`src/hw/rtl/tbsf_pkg.sv`:
```
// ============================================================================
// Telemetry byte-stuffing framer package
// Shared constants, the command type passed from the front to the back, and
// default sizes.
// ============================================================================
package tbsf_pkg;

    localparam int USER_SLOTS_DEF = 6;
    localparam int QUEUE_DEPTH    = 2;

    localparam logic [7:0] MSG_HEADER   = 8'h5E;
    localparam logic [7:0] MSG_ESCAPE   = 8'h5D;
    localparam logic [7:0] MSG_XOR      = 8'h60;
    localparam logic [7:0] FRAME_FLAG   = 8'h7E;
    localparam logic [7:0] FRAME_ESCAPE = 8'h7D;
    localparam logic [7:0] FRAME_XOR    = 8'h20;
    localparam logic [7:0] FRAME_ID     = 8'hFD;

    typedef enum logic [1:0] {
        KIND_PLAIN = 2'd0,
        KIND_OUTER = 2'd1,
        KIND_INNER = 2'd2
    } t_kind;

    typedef struct packed {
        t_kind      kind;
        logic [7:0] data;
        logic       flush;
    } t_cmd;

endpackage

```
`src/hw/rtl/tbsf_if.sv`:
```
// ============================================================================
// Telemetry byte-stuffing framer channels
// Input beat channel and output beat channel with valid/ready handshake.
// ============================================================================
interface tbsf_in_if;
    logic       valid;
    logic       ready;
    logic [7:0] data_byte;
    logic       message_start;
    logic       flush;

    modport source (output valid, output data_byte, output message_start,
                    output flush, input ready);
    modport sink   (input valid, input data_byte, input message_start,
                    input flush, output ready);
endinterface

interface tbsf_out_if;
    logic       valid;
    logic       ready;
    logic [7:0] frame_byte;
    logic       frame_last;

    modport source (output valid, output frame_byte, output frame_last,
                    input ready);
    modport sink   (input valid, input frame_byte, input frame_last,
                    output ready);
endinterface

```
`src/hw/rtl/tbsf_front.sv`:
```
// ============================================================================
// Telemetry byte-stuffing framer front end
// Accepts input beats and classifies each byte into a registered command.
// ============================================================================
module tbsf_front (
    input  logic            i_clk,
    input  logic            i_rst_n,
    tbsf_in_if.sink         i_in,
    output tbsf_pkg::t_cmd  o_cmd,
    output logic            o_cmd_vld,
    input  logic            i_cmd_rdy
);

    logic           r_vld;
    tbsf_pkg::t_cmd r_cmd;
    tbsf_pkg::t_cmd n_cmd;
    logic           take;

    assign i_in.ready = !r_vld || i_cmd_rdy;
    assign take       = i_in.valid && i_in.ready;

    always_comb begin
        n_cmd.data  = i_in.data_byte;
        n_cmd.flush = i_in.flush;
        if (!i_in.message_start && (i_in.data_byte == tbsf_pkg::MSG_HEADER ||
                                    i_in.data_byte == tbsf_pkg::MSG_ESCAPE)) begin
            n_cmd.kind = tbsf_pkg::KIND_INNER;
        end else if (i_in.data_byte == tbsf_pkg::FRAME_FLAG ||
                     i_in.data_byte == tbsf_pkg::FRAME_ESCAPE) begin
            n_cmd.kind = tbsf_pkg::KIND_OUTER;
        end else begin
            n_cmd.kind = tbsf_pkg::KIND_PLAIN;
        end
    end

    always_ff @(posedge i_clk) begin
        if (!i_rst_n) begin
            r_vld <= 1'b0;
        end else if (take) begin
            r_vld <= 1'b1;
        end else if (i_cmd_rdy) begin
            r_vld <= 1'b0;
        end
    end

    always_ff @(posedge i_clk) begin
        if (take) begin
            r_cmd <= n_cmd;
        end
    end

    assign o_cmd     = r_cmd;
    assign o_cmd_vld = r_vld;

endmodule

```
`src/hw/rtl/tbsf_queue.sv`:
```
// ============================================================================
// Telemetry byte-stuffing framer command queue
// Short first-in first-out buffer between the front end and the back end.
// ============================================================================
module tbsf_queue (
    input  logic            i_clk,
    input  logic            i_rst_n,
    input  tbsf_pkg::t_cmd  i_cmd,
    input  logic            i_push,
    output logic            o_rdy,
    output tbsf_pkg::t_cmd  o_cmd,
    output logic            o_vld,
    input  logic            i_pop
);

    localparam int PW = $clog2(tbsf_pkg::QUEUE_DEPTH);
    localparam int CW = $clog2(tbsf_pkg::QUEUE_DEPTH + 1);

    tbsf_pkg::t_cmd r_mem [tbsf_pkg::QUEUE_DEPTH];
    logic [PW-1:0]  r_wr;
    logic [PW-1:0]  r_rd;
    logic [CW-1:0]  r_cnt;
    logic           do_push;
    logic           do_pop;

    assign o_rdy   = r_cnt != CW'(tbsf_pkg::QUEUE_DEPTH);
    assign o_vld   = r_cnt != '0;
    assign o_cmd   = r_mem[r_rd];
    assign do_push = i_push && o_rdy;
    assign do_pop  = i_pop && o_vld;

    always_ff @(posedge i_clk) begin
        if (!i_rst_n) begin
            r_wr  <= '0;
            r_rd  <= '0;
            r_cnt <= '0;
        end else begin
            if (do_push) begin
                r_wr <= r_wr + PW'(1);
            end
            if (do_pop) begin
                r_rd <= r_rd + PW'(1);
            end
            if (do_push && !do_pop) begin
                r_cnt <= r_cnt + CW'(1);
            end else if (do_pop && !do_push) begin
                r_cnt <= r_cnt - CW'(1);
            end
        end
    end

    always_ff @(posedge i_clk) begin
        if (do_push) begin
            r_mem[r_wr] <= i_cmd;
        end
    end

endmodule

```
`src/hw/rtl/tbsf_back.sv`:
```
// ============================================================================
// Telemetry byte-stuffing framer back end
// Places stuffed bytes into the user slots and streams out finished frames.
// ============================================================================
module tbsf_back #(
    parameter int USER_SLOTS = tbsf_pkg::USER_SLOTS_DEF
) (
    input  logic            i_clk,
    input  logic            i_rst_n,
    input  tbsf_pkg::t_cmd  i_cmd,
    input  logic            i_cmd_vld,
    output logic            o_cmd_rdy,
    tbsf_out_if.source      o_out
);

    localparam int FLEN = USER_SLOTS + 5;
    localparam int CW   = $clog2(USER_SLOTS + 1);
    localparam int IW   = $clog2(FLEN);

    typedef enum logic [1:0] {
        ST_PLACE = 2'b01,
        ST_EMIT  = 2'b10
    } t_state;

    t_state          r_state, n_state;
    logic [CW-1:0]   r_cnt, n_cnt;
    logic            r_unit, n_unit;
    logic [IW-1:0]   r_idx, n_idx;
    logic [7:0]      r_slot [USER_SLOTS];
    logic [7:0]      n_slot [USER_SLOTS];
    logic            r_out_vld, n_out_vld;
    logic [7:0]      r_out_byte, n_out_byte;
    logic            r_out_last, n_out_last;

    logic [7:0]      u_b0;
    logic [7:0]      u_b1;
    logic            u_pair;
    logic            u_last;
    logic [CW:0]     cnt_sum;
    logic            fits;
    logic [7:0]      f_byte;
    logic            out_adv;
    logic            f_last;

    always_comb begin
        u_b1 = '0;
        unique case (i_cmd.kind)
            tbsf_pkg::KIND_INNER: begin
                u_b0   = r_unit ? (i_cmd.data ^ tbsf_pkg::MSG_XOR) : tbsf_pkg::MSG_ESCAPE;
                u_pair = 1'b0;
                u_last = r_unit;
            end
            tbsf_pkg::KIND_OUTER: begin
                u_b0   = tbsf_pkg::FRAME_ESCAPE;
                u_b1   = i_cmd.data ^ tbsf_pkg::FRAME_XOR;
                u_pair = 1'b1;
                u_last = 1'b1;
            end
            default: begin
                u_b0   = i_cmd.data;
                u_pair = 1'b0;
                u_last = 1'b1;
            end
        endcase
    end

    assign cnt_sum = {1'b0, r_cnt} + (u_pair ? (CW+1)'(2) : (CW+1)'(1));
    assign fits    = cnt_sum <= (CW+1)'(USER_SLOTS);
    assign f_last  = r_idx == IW'(FLEN - 1);

    always_comb begin
        f_byte = '0;
        if (r_idx == IW'(0) || f_last) begin
            f_byte = tbsf_pkg::FRAME_FLAG;
        end else if (r_idx == IW'(1)) begin
            f_byte = tbsf_pkg::FRAME_ID;
        end else if (r_idx == IW'(2)) begin
            f_byte = 8'(r_cnt);
        end
        for (int i = 0; i < USER_SLOTS; i++) begin
            if (r_idx == IW'(i + 4) && CW'(i) < r_cnt) begin
                f_byte = r_slot[i];
            end
        end
    end

    assign out_adv = !r_out_vld || o_out.ready;

    always_comb begin
        n_state    = r_state;
        n_cnt      = r_cnt;
        n_unit     = r_unit;
        n_idx      = r_idx;
        n_slot     = r_slot;
        n_out_vld  = r_out_vld && !o_out.ready;
        n_out_byte = r_out_byte;
        n_out_last = r_out_last;
        o_cmd_rdy  = 1'b0;
        unique case (r_state)
            ST_PLACE: begin
                if (i_cmd_vld) begin
                    if (!fits) begin
                        n_state = ST_EMIT;
                        n_idx   = '0;
                    end else begin
                        for (int i = 0; i < USER_SLOTS; i++) begin
                            if (CW'(i) == r_cnt) begin
                                n_slot[i] = u_b0;
                            end
                            if (u_pair && CW'(i) == r_cnt + CW'(1)) begin
                                n_slot[i] = u_b1;
                            end
                        end
                        n_cnt = cnt_sum[CW-1:0];
                        if (u_last) begin
                            n_unit    = 1'b0;
                            o_cmd_rdy = 1'b1;
                            if (i_cmd.flush) begin
                                n_state = ST_EMIT;
                                n_idx   = '0;
                            end
                        end else begin
                            n_unit = 1'b1;
                        end
                    end
                end
            end
            ST_EMIT: begin
                if (out_adv) begin
                    n_out_vld  = 1'b1;
                    n_out_byte = f_byte;
                    n_out_last = f_last;
                    if (f_last) begin
                        n_cnt   = '0;
                        n_state = ST_PLACE;
                    end else begin
                        n_idx = r_idx + IW'(1);
                    end
                end
            end
            default: begin
                n_state = ST_PLACE;
            end
        endcase
    end

    always_ff @(posedge i_clk) begin
        if (!i_rst_n) begin
            r_state   <= ST_PLACE;
            r_cnt     <= '0;
            r_unit    <= 1'b0;
            r_idx     <= '0;
            r_out_vld <= 1'b0;
        end else begin
            r_state   <= n_state;
            r_cnt     <= n_cnt;
            r_unit    <= n_unit;
            r_idx     <= n_idx;
            r_out_vld <= n_out_vld;
        end
    end

    always_ff @(posedge i_clk) begin
        r_slot     <= n_slot;
        r_out_byte <= n_out_byte;
        r_out_last <= n_out_last;
    end

    assign o_out.valid      = r_out_vld;
    assign o_out.frame_byte = r_out_byte;
    assign o_out.frame_last = r_out_last;

endmodule

```
`src/hw/rtl/telemetry_byte_stuff_framer.sv`:
```
// ============================================================================
// Telemetry byte-stuffing framer
// Two-level byte stuffing of message bytes into fixed-size user frames.
// ============================================================================
// Each accepted byte is classified by the front end and queued; the back end
// places one stuffed unit per cycle while a command waits and no frame is
// streaming (an inner-escaped byte as an escape unit, then its XORed byte;
// any other byte as one unit) and streams a frame of USER_SLOTS+5 bytes at
// one beat per cycle while the output is ready, whenever the next unit does
// not fit or a flush asks for it. At six slots the back end sets the pace,
// placing and emitting in turn: it fills the slots, finds the frame full and
// streams eleven bytes. The front register and a two-entry command queue absorb bursts.
module telemetry_byte_stuff_framer #(
    parameter int USER_SLOTS = tbsf_pkg::USER_SLOTS_DEF
) (
    input  logic        i_clk,
    input  logic        i_rst_n,
    tbsf_in_if.sink     i_in,
    tbsf_out_if.source  o_out
);

    tbsf_pkg::t_cmd front_cmd;
    logic           front_vld;
    logic           q_rdy;
    tbsf_pkg::t_cmd q_cmd;
    logic           q_vld;
    logic           q_pop;

    tbsf_front u_front (
        .i_clk     (i_clk),
        .i_rst_n   (i_rst_n),
        .i_in      (i_in),
        .o_cmd     (front_cmd),
        .o_cmd_vld (front_vld),
        .i_cmd_rdy (q_rdy)
    );

    tbsf_queue u_queue (
        .i_clk   (i_clk),
        .i_rst_n (i_rst_n),
        .i_cmd   (front_cmd),
        .i_push  (front_vld),
        .o_rdy   (q_rdy),
        .o_cmd   (q_cmd),
        .o_vld   (q_vld),
        .i_pop   (q_pop)
    );

    tbsf_back #(
        .USER_SLOTS (USER_SLOTS)
    ) u_back (
        .i_clk     (i_clk),
        .i_rst_n   (i_rst_n),
        .i_cmd     (q_cmd),
        .i_cmd_vld (q_vld),
        .o_cmd_rdy (q_pop),
        .o_out     (o_out)
    );

    a_last_is_flag: assert property (@(posedge i_clk) disable iff (!i_rst_n)
        o_out.valid && o_out.frame_last |-> o_out.frame_byte == tbsf_pkg::FRAME_FLAG)
        else $error("closing frame byte is not the flag");

    a_pop_needs_entry: assert property (@(posedge i_clk) disable iff (!i_rst_n)
        q_pop |-> q_vld)
        else $error("back end took a command from an empty queue");

    a_flag_follows_last: assert property (@(posedge i_clk) disable iff (!i_rst_n)
        o_out.valid && o_out.ready && o_out.frame_last ##1 o_out.valid
        |-> o_out.frame_byte == tbsf_pkg::FRAME_FLAG)
        else $error("frame after a closing flag does not open with a flag");

endmodule
```
`src/flat_wrapper.sv`:
```
// flat-port wrapper written by rule: the top's interface ports become plain ports
module telemetry_byte_stuff_framer_flat 
#(
    parameter int USER_SLOTS = tbsf_pkg::USER_SLOTS_DEF
)
  (i_clk, i_rst_n, i_in_valid, i_in_data_byte, i_in_message_start, i_in_flush, i_in_ready, o_out_valid, o_out_frame_byte, o_out_frame_last, o_out_ready);
  tbsf_in_if i_in_i ();
  tbsf_out_if o_out_i ();
  input  logic i_clk;
  input  logic i_rst_n;
  input wire logic [$bits(i_in_i.valid)-1:0] i_in_valid;
  input wire logic [$bits(i_in_i.data_byte)-1:0] i_in_data_byte;
  input wire logic [$bits(i_in_i.message_start)-1:0] i_in_message_start;
  input wire logic [$bits(i_in_i.flush)-1:0] i_in_flush;
  output wire logic [$bits(i_in_i.ready)-1:0] i_in_ready;
  output wire logic [$bits(o_out_i.valid)-1:0] o_out_valid;
  output wire logic [$bits(o_out_i.frame_byte)-1:0] o_out_frame_byte;
  output wire logic [$bits(o_out_i.frame_last)-1:0] o_out_frame_last;
  input wire logic [$bits(o_out_i.ready)-1:0] o_out_ready;
  assign i_in_i.valid = i_in_valid;
  assign i_in_i.data_byte = i_in_data_byte;
  assign i_in_i.message_start = i_in_message_start;
  assign i_in_i.flush = i_in_flush;
  assign i_in_ready = i_in_i.ready;
  assign o_out_valid = o_out_i.valid;
  assign o_out_frame_byte = o_out_i.frame_byte;
  assign o_out_frame_last = o_out_i.frame_last;
  assign o_out_i.ready = o_out_ready;
  telemetry_byte_stuff_framer #(.USER_SLOTS(USER_SLOTS)) u_core (.i_clk(i_clk), .i_rst_n(i_rst_n), .i_in(i_in_i), .o_out(o_out_i));
endmodule
```
`config.mk`:
```
export PLATFORM = sky130hd
export DESIGN_NAME = telemetry_byte_stuff_framer_flat
export DESIGN_NICKNAME = d
export VERILOG_FILES = /design/src/hw/rtl/tbsf_pkg.sv /design/src/hw/rtl/tbsf_if.sv /design/src/hw/rtl/tbsf_front.sv /design/src/hw/rtl/tbsf_queue.sv /design/src/hw/rtl/tbsf_back.sv /design/src/hw/rtl/telemetry_byte_stuff_framer.sv /design/src/flat_wrapper.sv
export SDC_FILE = /design/constraint.sdc
export NUM_CORES = 1
export LEC_CHECK = 0
export ABC_AREA = 1
export BUFFER_PORTS_ARGS = -buffer_cell sky130_fd_sc_hd__buf_2
export CAP_MARGIN = 0
export CORE_MARGIN = 8
export CORE_UTILIZATION = 55
export CTS_BUF_LIST = sky130_fd_sc_hd__clkbuf_8
export DETAILED_ROUTE_END_ITERATION = 10
export PLACE_DENSITY = 0.72
export SYNTH_ARGS = -nofsm -noshare
export SYNTH_HDL_FRONTEND = slang
export SYNTH_SLANG_ARGS = --single-unit
```
`constraint.sdc`:
```
create_clock -name i_clk -period 4.6 [get_ports i_clk]
set_input_delay 0.23 -clock i_clk [delete_from_list [all_inputs] [get_ports i_clk]]
set_output_delay 0.23 -clock i_clk [all_outputs]
set_load 0.05 [all_outputs]
```
==> metrics.txt <==
Required @ worst endpoint around 4600 ps; CP max FO 12; PortBufs 24; final hold slack between 15 and 20 ps; CTS Buf Count 9; Lkg Pwr roughly 2.2 nW; Final nets between 600 and 700; Wirelength per Cell roughly 15 um; IO Pins 25; Placeable Area just over 0.009 mm2; Post-synth EDFFs 90; Syn Inst Count between 500 and 600; clk root buf clkbuf_8; Hold Buf Count CTS 0; Starting Density 0.565; clock skew between 10 and 15 ps; switching part of the total 0.401; share of flip-flops with an asynchronous set or reset 0; critical path class flip-flop to flip-flop; Final Setup Violations 0; site row count 35; Die Ht around 110 um; period utilization 0.893; Slew HR 0.247; Post-DRT Antenna Nets 0; post-synth top area share 0.518; Seq cells post-synth between 100 and 150; post-synthesis cell area 0.00522 mm2; Reg clk slew, reported paths approximately 110 ps; fin. max-slew vios 0; clock power share 0.195; post-CTS resize count 0; initial antenna violation count 0; crit path buf inv count 4; Remaining DRCs 0; Hold Fails Final Rpt 0; Unique masters post-synth 40; clock sinks between 100 and 150; RSZ-0062 raised after global routing false; worst skew pair latency 380 ps; delay-heaviest family, CP adder cells; Pwr per Cell Area 571 mW/mm2; P_sw roughly 1.3 mW; worst hold path cell count 1; synthesized area per cell between 9 and 10 um2; largest net degree at the start of global routing 22; layout cells sized above 1 0.164; routed vias between 3000 and 4000; Clock Path Buffers 2; Area contributors post-synth edfxtp_1 (52%), nand2_1 (11%), dfxtp_1 (6.5%); post-DP HPWL roughly 8200 um; cell area after placement 0.00547 mm2; Critical Path Slowest Stage Cell a21oi_1; Fmax achieved around 240 MHz; n_diodes 0; Finished Cell Area 0.00570 mm2; Worst setup EP type flip-flop; Setup TNS 0 ps; leading area contributor after synthesis edfxtp_1; DIE AREA ~0.013 mm2; Hold WC Path Type input pin to flip-flop; type of origin of the critical path flip-flop; max incr delay on CP between 600 and 700 ps; vias in the first global route about 3700; status finished clean; CTS tree built; combinational share of power 0.373; Initial DRC Count ~300; worst vdd ir around 0.24 mV; critical-path cell list inv_2 > or2_2 > o21ai_0 > inv_1 > ha_1 > inv_2 > ha_1 > inv_1 > fa_1 > xnor2_2 > nand3_1 > nand3_1 > a21oi_1; vias per cell roughly 5.4; Final min period about 4000 ps; Flop pwr share 0.432; worst hold path startpoint i_in_flush; Worst EP arrival ~4100 ps; Levels on crit path 13; syn_nets 577; first-pass GRT wire length about 18000 um; Max Cap Viol 0; drt first pass iters 5; DIE WIDTH around 110 um; routability cong. ~0.9; worst-case reg-to-reg path depth 13; Layout area overhead 9.16%; Congestion Overflow GR 0; Worst Max-Slew Pin Slew about 1100 ps; Tot GR Track Use 0.175; Int Pwr 1.95 mW; WL final 11000 um; Seq/Total Area, Yosys 0.583; Clock H-tree levels 3; Post-synth top flop edfxtp_1; synth warn 0; setup bufs post-CTS 0
==> metal layers <==
metal | GRT usage | up-vias | wire length (um)
met5 | 0 | - | 0
met4 | 0.0684 | 0 | 220
met3 | 0.0380 | 20 | 605
met1 | 0.214 | 1757 | 4870
li1 | - | 1935 | -
met2 | 0.294 | 140 | 5300
==> layout make-up <==
type	count	area (um2)
fill	769	3540
sequential	107	3040
multi-input combinational	372	1870
inverter	68	255
tap	129	161
timing repair buffer	27	143
clock buffer	9	124
clock inverter	7	100
==> cell families after synthesis <==
logic type	Yosys count	synth area share
multiplexers	2	0.00384
adder cells (fa/ha/maj)	10	0.0254
XOR/XNOR	5	0.00983
AO/OA/AOI/OAI	113	0.113
buffers and inverters	74	0.0585
AND/OR/NAND/NOR	242	0.206
flip-flops	107	0.583
==> power by group through the flow <==
stage | sequential (mW) | clock, mW | combinational [mW]
2_1_floorplan | 1.40 | 0 | 0.888
3_3_place_gp | 1.42 | 0 | 1.16
3_5_place_dp | 1.43 | 0 | 1.20
4_1_cts | 1.40 | 0.638 | 1.20
5_1_grt | 1.42 | 0.671 | 1.37
6_report | 1.40 | 0.635 | 1.21
==> cells in the final DEF (no fill, tap or decap), drive strengths merged <==
cell     synthesis  routed
o21ai           66      66
edfxtp          90      90
or2              3       3
a21oi           42      42
nand3           31      31
o2111ai          1       1
xor2             3       3
clkbuf           1       9
inv             66      71
nand2          157     157
o21a             1       1
dfxtp           17      17
nand4            5       5
and2             1       1
nor4             1       1
mux2i            2       2
nand3b           2       2
fa               1       1
o211ai           2       2
buf              5      27
clkinv           2       3
ha               9       9
a21boi           1       1
nor3             8       8
bufinv           0       1
xnor2            2       2
nor2            34      34
==> state kept, by name (all words and copies together) (netlist names), named ones only <==
name	cells
u_core.u_back.o_out.frame_byte	8
u_core.u_back.o_out.frame_last	1
u_core.u_back.o_out.valid	1
u_core.u_back.r_cnt	3
u_core.u_back.r_idx	4
u_core.u_back.r_slot	48
u_core.u_back.r_state	2
u_core.u_back.r_unit	1
u_core.u_front.o_cmd	11
u_core.u_front.o_cmd_vld	1
u_core.u_queue.r_cnt	2
u_core.u_queue.r_mem	22
u_core.u_queue.r_rd	1
u_core.u_queue.r_wr	1
==> worst paths after layout <==
check                                end  slack [ps]
min              u_core.u_front.o_cmd[0]          20
min reg2reg  u_core.u_queue.r_mem[1][10]         450
max             u_core.u_back.r_slot[17]         490
max reg2reg     u_core.u_back.r_slot[17]         490
==> synth_stat cells, types with 3 or more instances <==
cell type,instances
nand2_1,154
edfxtp_1,90
a21oi_1,40
inv_1,39
o21ai_0,37
o21ai_1,29
inv_2,27
nand3_1,27
nor2_1,24
dfxtp_1,17
ha_1,9
nor2_2,9
nand4_1,5
nand3_2,4
nor3_1,4
buf_6,3
nand2_2,3
nor3_2,3
xor2_1,3
==> through the flow <==
stage               worst slack [ps]  instances  total power, mW  utilization
detailed placement               545        703             2.62        0.592
global route                     166        719             3.47        0.616
global placement                 661        703             2.58        0.592
CTS                              527        719             3.24        0.616
finish                           494        719             3.25        0.616
floorplan                        916        553             2.29            -
==> worst reg2reg max path, stage by stage (launching register included) <==
cell,delay (ps)
dfxtp_1,570
inv_2,140
or2_2,290
o21ai_0,120
inv_1,80
ha_1,290
inv_2,210
ha_1,220
inv_1,70
fa_1,460
xnor2_2,150
nand3_1,150
nand3_1,310
a21oi_1,690
Note: power is estimated with default switching activity, not from simulation.
